<file path="src/sv/ddseq_pkg.sv">
// Types, codes and helpers of the descent deployment sequencer.
`timescale 1ns / 1ps

package ddseq_pkg;

    localparam int ALT_BITS_DEFAULT = 24;

    localparam int CMD_W     = 2;
    localparam int FORCE_W   = 4;
    localparam int PHASE_W   = 4;
    localparam int MARGIN_W  = 16;
    localparam int CONFIRM_W = 8;
    localparam int FRAC_W    = 16;
    localparam int CFG_IDX_W = 2;

    typedef enum logic [CMD_W-1:0] {
        CMD_PASS   = 2'd0,
        CMD_SAMPLE = 2'd1,
        CMD_FORCE  = 2'd2,
        CMD_SPARE  = 2'd3
    } cmd_t;

    typedef enum logic [CFG_IDX_W-1:0] {
        CFG_MARGIN    = 2'd0,
        CFG_CONFIRM   = 2'd1,
        CFG_FRACTION  = 2'd2,
        CFG_PROBE_ALT = 2'd3
    } cfg_idx_t;

    localparam logic [PHASE_W-1:0] PH_DISARMED  = 4'd0;
    localparam logic [PHASE_W-1:0] PH_ARMED     = 4'd1;
    localparam logic [PHASE_W-1:0] PH_ASCENT    = 4'd2;
    localparam logic [PHASE_W-1:0] PH_APOGEE    = 4'd3;
    localparam logic [PHASE_W-1:0] PH_PREPAY    = 4'd4;
    localparam logic [PHASE_W-1:0] PH_PAY       = 4'd5;
    localparam logic [PHASE_W-1:0] PH_PREPROBE  = 4'd6;
    localparam logic [PHASE_W-1:0] PH_PROBE     = 4'd7;
    localparam logic [PHASE_W-1:0] PH_POSTPROBE = 4'd8;
    localparam logic [PHASE_W-1:0] PH_GROUNDED  = 4'd9;
    localparam logic [PHASE_W-1:0] PH_FAULT     = 4'd10;

    localparam logic [MARGIN_W-1:0]  MARGIN_RESET    = 16'd100;
    localparam logic [CONFIRM_W-1:0] CONFIRM_RESET   = 8'd3;
    localparam logic [FRAC_W-1:0]    FRAC_RESET      = 16'd49152;
    localparam int                   PROBE_ALT_RESET = 30000;

    // result word layout, low fields fixed, apogee above them
    localparam int OUT_PHASE_LSB  = 0;
    localparam int OUT_CHANGED    = 4;
    localparam int OUT_FIRE_PAY   = 5;
    localparam int OUT_FIRE_PROBE = 6;
    localparam int OUT_CAMERAS    = 7;
    localparam int OUT_APOGEE_LSB = 8;

    typedef enum logic [10:0] {
        S_DISARMED  = 11'b000_0000_0001,
        S_ARMED     = 11'b000_0000_0010,
        S_ASCENT    = 11'b000_0000_0100,
        S_APOGEE    = 11'b000_0000_1000,
        S_PREPAY    = 11'b000_0001_0000,
        S_PAY       = 11'b000_0010_0000,
        S_PREPROBE  = 11'b000_0100_0000,
        S_PROBE     = 11'b000_1000_0000,
        S_POSTPROBE = 11'b001_0000_0000,
        S_GROUNDED  = 11'b010_0000_0000,
        S_FAULT     = 11'b100_0000_0000
    } phase_t;

    function automatic logic [PHASE_W-1:0] phase_code(phase_t p);
        logic [PHASE_W-1:0] c;
        unique case (p)
            S_DISARMED:  c = PH_DISARMED;
            S_ARMED:     c = PH_ARMED;
            S_ASCENT:    c = PH_ASCENT;
            S_APOGEE:    c = PH_APOGEE;
            S_PREPAY:    c = PH_PREPAY;
            S_PAY:       c = PH_PAY;
            S_PREPROBE:  c = PH_PREPROBE;
            S_PROBE:     c = PH_PROBE;
            S_POSTPROBE: c = PH_POSTPROBE;
            S_GROUNDED:  c = PH_GROUNDED;
            default:     c = PH_FAULT;
        endcase
        return c;
    endfunction

    // codes above fault land in fault
    function automatic phase_t phase_decode(logic [PHASE_W-1:0] c);
        phase_t p;
        unique case (c)
            PH_DISARMED:  p = S_DISARMED;
            PH_ARMED:     p = S_ARMED;
            PH_ASCENT:    p = S_ASCENT;
            PH_APOGEE:    p = S_APOGEE;
            PH_PREPAY:    p = S_PREPAY;
            PH_PAY:       p = S_PAY;
            PH_PREPROBE:  p = S_PREPROBE;
            PH_PROBE:     p = S_PROBE;
            PH_POSTPROBE: p = S_POSTPROBE;
            PH_GROUNDED:  p = S_GROUNDED;
            default:      p = S_FAULT;
        endcase
        return p;
    endfunction

endpackage

</file>
<file path="src/sv/descent_deployment_sequencer_top.sv">
// Descent deployment sequencer: flight phase state machine with release pulses.
`timescale 1ns / 1ps

// One request is one pass of the flight control loop (tuser: 0 pass, 1 pass with
// a new altitude sample, 2 forced phase write, 3 same as 0); every request gives
// exactly one result with the phase after the pass, the phase-changed flag, the
// payload, probe and camera pulses and the current apogee. A request is held in
// the input register and is resolved into the result register when the result
// side can take it, so a new request is taken every cycle while the result side
// keeps up. The rate is set by the update of the phase and apogee registers,
// which every pass reads back. The payload threshold (fraction times apogee)
// comes from a registered multiplier fed from the apogee and fraction registers.
// Requests are held off in a cycle that carries a configuration write and in
// the first cycle after reset.
module descent_deployment_sequencer_top
    import ddseq_pkg::*;
#(
    parameter int ALT_BITS = ALT_BITS_DEFAULT,
    localparam int S_DATA_W = ((ALT_BITS + 6 + 7) / 8) * 8,
    localparam int M_DATA_W = ((ALT_BITS + 8 + 7) / 8) * 8
) (
    input  logic                 aclk,
    input  logic                 aresetn,

    input  logic                 s_tvalid,
    output logic                 s_tready,
    // altitude_cm, launch_seen, on_ground, forced_state[3:0], zero fill
    input  logic [S_DATA_W-1:0]  s_tdata,
    // cmd[1:0]
    input  logic [CMD_W-1:0]     s_tuser,

    output logic                 m_tvalid,
    input  logic                 m_tready,
    // phase[3:0], phase_changed, fire_payload, fire_probe, start_cameras,
    // apogee_cm, zero fill
    output logic [M_DATA_W-1:0]  m_tdata,

    input  logic                 cfg_we,
    input  logic [CFG_IDX_W-1:0] cfg_index,
    input  logic [ALT_BITS-1:0]  cfg_data
);

    localparam int PROD_W = ALT_BITS + FRAC_W + 1;
    localparam int CMP_W  = ALT_BITS + 2;

    // configuration
    logic [MARGIN_W-1:0]         margin_reg;
    logic [CONFIRM_W-1:0]        confirm_reg;
    logic [FRAC_W-1:0]           frac_reg;
    logic signed [ALT_BITS-1:0]  probe_alt_reg;

    // handshake
    logic ready_en_reg;
    logic in_valid_reg;
    logic out_valid_reg;
    logic advance;
    logic s_accept;
    logic do_step;

    // input register
    cmd_t                        in_cmd_reg;
    logic signed [ALT_BITS-1:0]  in_alt_reg;
    logic                        in_launch_reg;
    logic                        in_ground_reg;
    logic [FORCE_W-1:0]          in_forced_reg;

    // flight state
    phase_t                      phase_reg, phase_next;
    logic signed [ALT_BITS-1:0]  apogee_reg, apogee_next;
    logic signed [ALT_BITS-1:0]  last_alt_reg, last_alt_next;
    logic [CONFIRM_W-1:0]        count_reg, count_next;
    logic                        pay_done_reg, pay_done_next;
    logic                        probe_done_reg, probe_done_next;
    logic                        ground_reg, ground_next;
    logic signed [PROD_W-1:0]    prod_reg;

    // result register
    logic [PHASE_W-1:0]          out_phase_reg;
    logic                        out_changed_reg;
    logic                        out_pay_reg;
    logic                        out_probe_reg;
    logic                        out_cam_reg;
    logic signed [ALT_BITS-1:0]  out_apogee_reg;

    logic                        fire_pay, fire_probe, cams;
    logic signed [CMP_W-1:0]     margin_floor;
    logic signed [CMP_W-1:0]     alt_wide;
    logic signed [PROD_W-1:0]    alt_scaled;

    assign advance  = !out_valid_reg || m_tready;
    assign s_tready = ready_en_reg && !cfg_we && (!in_valid_reg || advance);
    assign s_accept = s_tvalid && s_tready;
    assign do_step  = in_valid_reg && advance;

    always_ff @(posedge aclk) begin
        if (!aresetn) begin
            margin_reg    <= MARGIN_RESET;
            confirm_reg   <= CONFIRM_RESET;
            frac_reg      <= FRAC_RESET;
            probe_alt_reg <= ALT_BITS'(PROBE_ALT_RESET);
        end else if (cfg_we) begin
            unique case (cfg_idx_t'(cfg_index))
                CFG_MARGIN:    margin_reg    <= cfg_data[MARGIN_W-1:0];
                CFG_CONFIRM:   confirm_reg   <= cfg_data[CONFIRM_W-1:0];
                CFG_FRACTION:  frac_reg      <= cfg_data[FRAC_W-1:0];
                CFG_PROBE_ALT: probe_alt_reg <= $signed(cfg_data);
                default: ;
            endcase
        end
    end

    // threshold is registered from apogee and fraction
    always_ff @(posedge aclk) begin
        prod_reg <= PROD_W'($signed({1'b0, frac_reg})) * PROD_W'(apogee_reg);
    end

    always_comb begin
        margin_floor = CMP_W'(apogee_reg) - $signed({{(CMP_W - MARGIN_W){1'b0}}, margin_reg});
        alt_wide     = CMP_W'(in_alt_reg);

        phase_next      = phase_reg;
        apogee_next     = apogee_reg;
        last_alt_next   = last_alt_reg;
        count_next      = count_reg;
        pay_done_next   = pay_done_reg;
        probe_done_next = probe_done_reg;
        ground_next     = ground_reg;
        fire_pay        = 1'b0;
        fire_probe      = 1'b0;
        cams            = 1'b0;
        alt_scaled      = '0;

        if (in_cmd_reg == CMD_FORCE) begin
            phase_next = phase_decode(in_forced_reg);
        end else begin
            if (in_cmd_reg == CMD_SAMPLE) begin
                ground_next   = in_ground_reg;
                last_alt_next = in_alt_reg;
                if (phase_reg == S_ASCENT) begin
                    if (in_alt_reg > apogee_reg) begin
                        apogee_next = in_alt_reg;
                        count_next  = '0;
                    end else if (alt_wide < margin_floor) begin
                        if (count_reg != {CONFIRM_W{1'b1}}) begin
                            count_next = count_reg + 1'b1;
                        end
                    end
                end
            end
            alt_scaled = $signed({last_alt_next[ALT_BITS-1], last_alt_next, {FRAC_W{1'b0}}});
            unique case (phase_reg) inside
                S_DISARMED: ;
                S_ARMED: begin
                    if (in_launch_reg) begin
                        cams       = 1'b1;
                        phase_next = S_ASCENT;
                    end
                end
                S_ASCENT: begin
                    if (count_next >= confirm_reg) begin
                        phase_next = S_APOGEE;
                    end
                end
                S_APOGEE: phase_next = S_PREPAY;
                S_PREPAY: begin
                    if (ground_next) begin
                        phase_next = S_GROUNDED;
                    end else if (apogee_reg > 0 && !pay_done_reg &&
                                 alt_scaled <= prod_reg) begin
                        phase_next = S_PAY;
                    end
                end
                S_PAY: begin
                    if (!pay_done_reg) begin
                        fire_pay      = 1'b1;
                        pay_done_next = 1'b1;
                    end
                    phase_next = S_PREPROBE;
                end
                S_PREPROBE: begin
                    if (ground_next) begin
                        phase_next = S_GROUNDED;
                    end else if (last_alt_next <= probe_alt_reg) begin
                        phase_next = S_PROBE;
                    end
                end
                S_PROBE: begin
                    if (!probe_done_reg) begin
                        fire_probe      = 1'b1;
                        probe_done_next = 1'b1;
                    end
                    phase_next = S_POSTPROBE;
                end
                S_POSTPROBE: begin
                    if (ground_next) begin
                        phase_next = S_GROUNDED;
                    end
                end
                S_GROUNDED, S_FAULT: ;
                default: phase_next = S_FAULT;
            endcase
        end
    end

    always_ff @(posedge aclk) begin
        if (!aresetn) begin
            ready_en_reg   <= 1'b0;
            in_valid_reg   <= 1'b0;
            out_valid_reg  <= 1'b0;
            phase_reg      <= S_DISARMED;
            apogee_reg     <= '0;
            last_alt_reg   <= '0;
            count_reg      <= '0;
            pay_done_reg   <= 1'b0;
            probe_done_reg <= 1'b0;
            ground_reg     <= 1'b0;
        end else begin
            ready_en_reg <= 1'b1;
            if (s_accept) begin
                in_valid_reg <= 1'b1;
            end else if (advance) begin
                in_valid_reg <= 1'b0;
            end
            if (advance) begin
                out_valid_reg <= in_valid_reg;
            end
            if (do_step) begin
                phase_reg      <= phase_next;
                apogee_reg     <= apogee_next;
                last_alt_reg   <= last_alt_next;
                count_reg      <= count_next;
                pay_done_reg   <= pay_done_next;
                probe_done_reg <= probe_done_next;
                ground_reg     <= ground_next;
            end
        end
    end

    always_ff @(posedge aclk) begin
        if (s_accept) begin
            in_cmd_reg    <= cmd_t'(s_tuser);
            in_alt_reg    <= $signed(s_tdata[ALT_BITS-1:0]);
            in_launch_reg <= s_tdata[ALT_BITS];
            in_ground_reg <= s_tdata[ALT_BITS+1];
            in_forced_reg <= s_tdata[ALT_BITS+2 +: FORCE_W];
        end
        if (do_step) begin
            out_phase_reg   <= phase_code(phase_next);
            out_changed_reg <= (phase_next != phase_reg);
            out_pay_reg     <= fire_pay;
            out_probe_reg   <= fire_probe;
            out_cam_reg     <= cams;
            out_apogee_reg  <= apogee_next;
        end
    end

    assign m_tvalid = out_valid_reg;

    always_comb begin
        m_tdata = '0;
        m_tdata[OUT_PHASE_LSB +: PHASE_W]   = out_phase_reg;
        m_tdata[OUT_CHANGED]                = out_changed_reg;
        m_tdata[OUT_FIRE_PAY]               = out_pay_reg;
        m_tdata[OUT_FIRE_PROBE]             = out_probe_reg;
        m_tdata[OUT_CAMERAS]                = out_cam_reg;
        m_tdata[OUT_APOGEE_LSB +: ALT_BITS] = out_apogee_reg;
    end

endmodule

</file>
<file path="config.mk">
export PLATFORM = sky130hd
export DESIGN_NAME = descent_deployment_sequencer_top
export DESIGN_NICKNAME = d
export VERILOG_FILES = /design/src/sv/ddseq_pkg.sv /design/src/sv/descent_deployment_sequencer_top.sv
export SDC_FILE = /design/constraint.sdc
export NUM_CORES = 2
export LEC_CHECK = 0
export BUFFER_PORTS_ARGS = -buffer_cell sky130_fd_sc_hd__buf_2
export CAP_MARGIN = 20
export CORE_ASPECT_RATIO = 1.4
export CORE_MARGIN = 2
export CORE_UTILIZATION = 45
export CTS_CLUSTER_DIAMETER = 100
export DETAILED_ROUTE_END_ITERATION = 16
export GPL_ROUTABILITY_DRIVEN = 0
export PLACE_DENSITY_LB_ADDON = 0.3
export SYNTH_ARGS = -nofsm -noshare
export SYNTH_HDL_FRONTEND = slang
export SYNTH_SLANG_ARGS = --single-unit
export TNS_END_PERCENT = 5
</file>
<file path="constraint.sdc">
create_clock -name aclk -period 21 [get_ports aclk]
set_input_delay 1.05 -clock aclk [delete_from_list [all_inputs] [get_ports aclk]]
set_output_delay 1.05 -clock aclk [all_outputs]
set_load 0.02 [all_outputs]
</file>
==> results.md <==
- DRC violations left: 0
- Final hold vios: 0
- Max reg flops: slightly above 40
- Reg2Reg Capture Point: out_phase_reg[1]
- Postcts setup bufs: 0
- Final HPWL DP: between 50000 and 60000 microns
- Mapped Area: between 0.02 and 0.03 sq mm
- GRT overflow: 0
- First-pass GRT wire length: ~120000 microns
- Area growth, synth to finish: 8.45%
- Relative slew margins: a little under a quarter
- Crit Path Class: register to register
- Post-CTS sizing: 0
- Final nets: between 3k and 4k
- GRT Total Usage: approximately a quarter
- Synth Instances: between 2k and 3k
- Fmax: a little under 100 MHz
- Drt total wl: 71500 microns
- Hold wc startpoint: probe_alt_reg[2]
- Critical Path Max Stage Delay: between 0.8 and 0.9 ns
- Die Ht: between 200 and 300 microns
- Layout Skew: between 0.02 and 0.03 ns
- CTS buffer count: 29
- CP max FO: 21
- R2r setup slk: roughly 11 ns
- Critical path capture point type: register
- CTS Hold Buffers Added: 0
- Full die area: roughly 0.063 sq mm
- Cell repeated most along the worst path: a21oi_1
- DRT iter0 DRCs: around 1.3k
- Yosys warns: 0
- Max clock buf depth: 3
- Yosys top cell area share: ~28%
- Yosys cell types: 93
- Sequential-to-total area share from yosys stat: around a fifth
- Buffers on Ports: 96
- Hold path cells: 2
- Vias: 20.8k
- CTS H-tree lvls: 1
- Leak: between 10 and 15 nW
- Initial core utilization: between 40% and 50%
- TNS Setup: 0 ns
- Synth top cells by count: inv_1 (530), nand2_1 (443), fa_1 (378), ha_1 (223), dfxtp_1 (189)
- Crit path DAT: about 10 ns
- Syn Nets: roughly 3.7k
- Root Buffer: clkbuf_16
- Pin count of the biggest net entering global routing: 94
- Period minus WS final: approximately 10 ns
- Layout cells sized above 1: under 10%
- Slew @ Worst Pin: 1.14 ns
- Ranking of synthesized cells by area: fa_1 (28%), dfxtp_1 (14%), ha_1 (10%)
- Seq cells post-synth: approximately 250
- Slew Limit Fails: 0
- Post-synth top area cell: fa_1
- Final ANT Viol Nets: 0
- Die X: about 210 microns
- I/O pins: slightly below 100
- Mean post-synth cell area: around 9 sq um
- Power Dens Cells: roughly 45 mW/mm^2
- Vias in the first global route: around 22k
- CP Launch Type: register
- CTS tree: done
- Dpl ws: ~11 ns
- Worst-path clk slew: 0.06 ns
- RSZ-0062 raised after global routing: false
- Row cnt: 107
- DR WL/cell: ~19 microns
- Req. time, crit path: ~21 ns
- Status: complete, no violations
- Post-synth EDFFs: 64
- Share of flip-flops with an asynchronous set or reset: 0%
- Drt first pass iters: 5
- Post-route insts no fill: around 3.9k
- Antenna violations before repair: 3
- Final critical-path share of the clock period: approximately 48%
- Inst Count DP: ~3.8k
- CP startpoint: apogee_reg[2]
- WHS Endpoint: probe_alt_reg[2]
- Max VDD drop: approximately 0.06 mV
- Vias per inst: 5.39
- Clock Latency Late Sink: ~0.59 ns
- Worst setup margin: roughly 11 ns
- Maxcap violations: 0
- Worst hold-check path type: register to register
- Slowest cell on the critical path: dfxtp_1
- CORE AREA: just over 0.06 sq mm
- Synth Flop Type: dfxtp_1
- Clock sinks: 253
- R2r startpoint: apogee_reg[2]
- Finish-stage setup viols: 0
- Count leader, synth: inv_1
- R2r worst-path depth: 35
[power breakdown]
group / total, W / internal, W / switching, W
Sequential: 0.000533 / 0.000518 / 0.0000153
Clock: 0.000537 / 0.000313 / 0.000224
Combinational: 0.000253 / 0.0000989 / 0.000154
Total: 0.00132 / 0.000930 / 0.000393
[through the flow]
step / util, % / instance area [sq um] / total power (W) / hold WS, ns
after global placement: 47.3 / 28700 / 0.000786 / 0.448
after CTS: 49.1 / 29700 / 0.00133 / 0.465
after global routing: 49.1 / 29700 / 0.00138 / 0.483
final: 49.1 / 29700 / 0.00132 / 0.463
after detailed placement: 47.4 / 28700 / 0.000793 / 0.457
after floorplan: - / 27400 / 0.000713 / 0.441
[worst max path at each step]
stage                             to  slack (ns)  cells after the start
global route        out_phase_reg[1]       10.42                     35
finish              out_phase_reg[1]       10.92                     35
floorplan           out_phase_reg[1]       12.99                     38
CTS                 out_phase_reg[1]       11.03                     35
global placement    out_phase_reg[1]       11.21                     35
detailed placement  out_phase_reg[1]       11.12                     35
[cell families after synthesis]
logic type / synth area share [%]
AO/OA/AOI/OAI: 11.3
XOR/XNOR: 2.52
adder cells (fa/ha/maj): 37.8
buffers and inverters: 9.39
flip-flops: 20.8
multiplexers: 2.48
AND/OR/NAND/NOR: 15.6
[critical path: cells and delay by family, from the launching register on]
kind	cells	cell delay [ns]
compound gates	20	5.38
simple gates	10	2.31
fa+ha+maj	3	0.97
flops	1	0.87
xor+xnor	1	0.16
mux	1	0.13
[cell usage in the layout (no fill, tap or decap), drive strengths merged, types with 64 or more instances in the layout]
cell | synthesis | final
fa | 378 | 378
and2 | 169 | 169
o21ai | 76 | 76
edfxtp | 64 | 64
ha | 223 | 223
inv | 531 | 534
nand2 | 443 | 443
a21oi | 76 | 76
a21boi | 74 | 74
buf | 19 | 139
nor2 | 75 | 75
dfxtp | 189 | 189
[metal layers]
| metal | global-route usage [%] | routed length (microns) |
|---|---|---|
| met1 | 27.9 | 28200 |
| met2 | 43.3 | 36800 |
| met3 | 2.63 | 3560 |
| met4 | 8.60 | 2940 |
| met5 | 0 | 0 |
[layout make-up]
cell class	instances	area [sq um]
clock inverter	18	216
antenna	1	2.50
timing repair buffer	140	838
inverter	531	2000
sequential	253	5710
fill	5788	30800
tap	817	1020
multi-input combinational	2062	19100
clock buffer	36	803
Power figures use the tool's default switching activity.
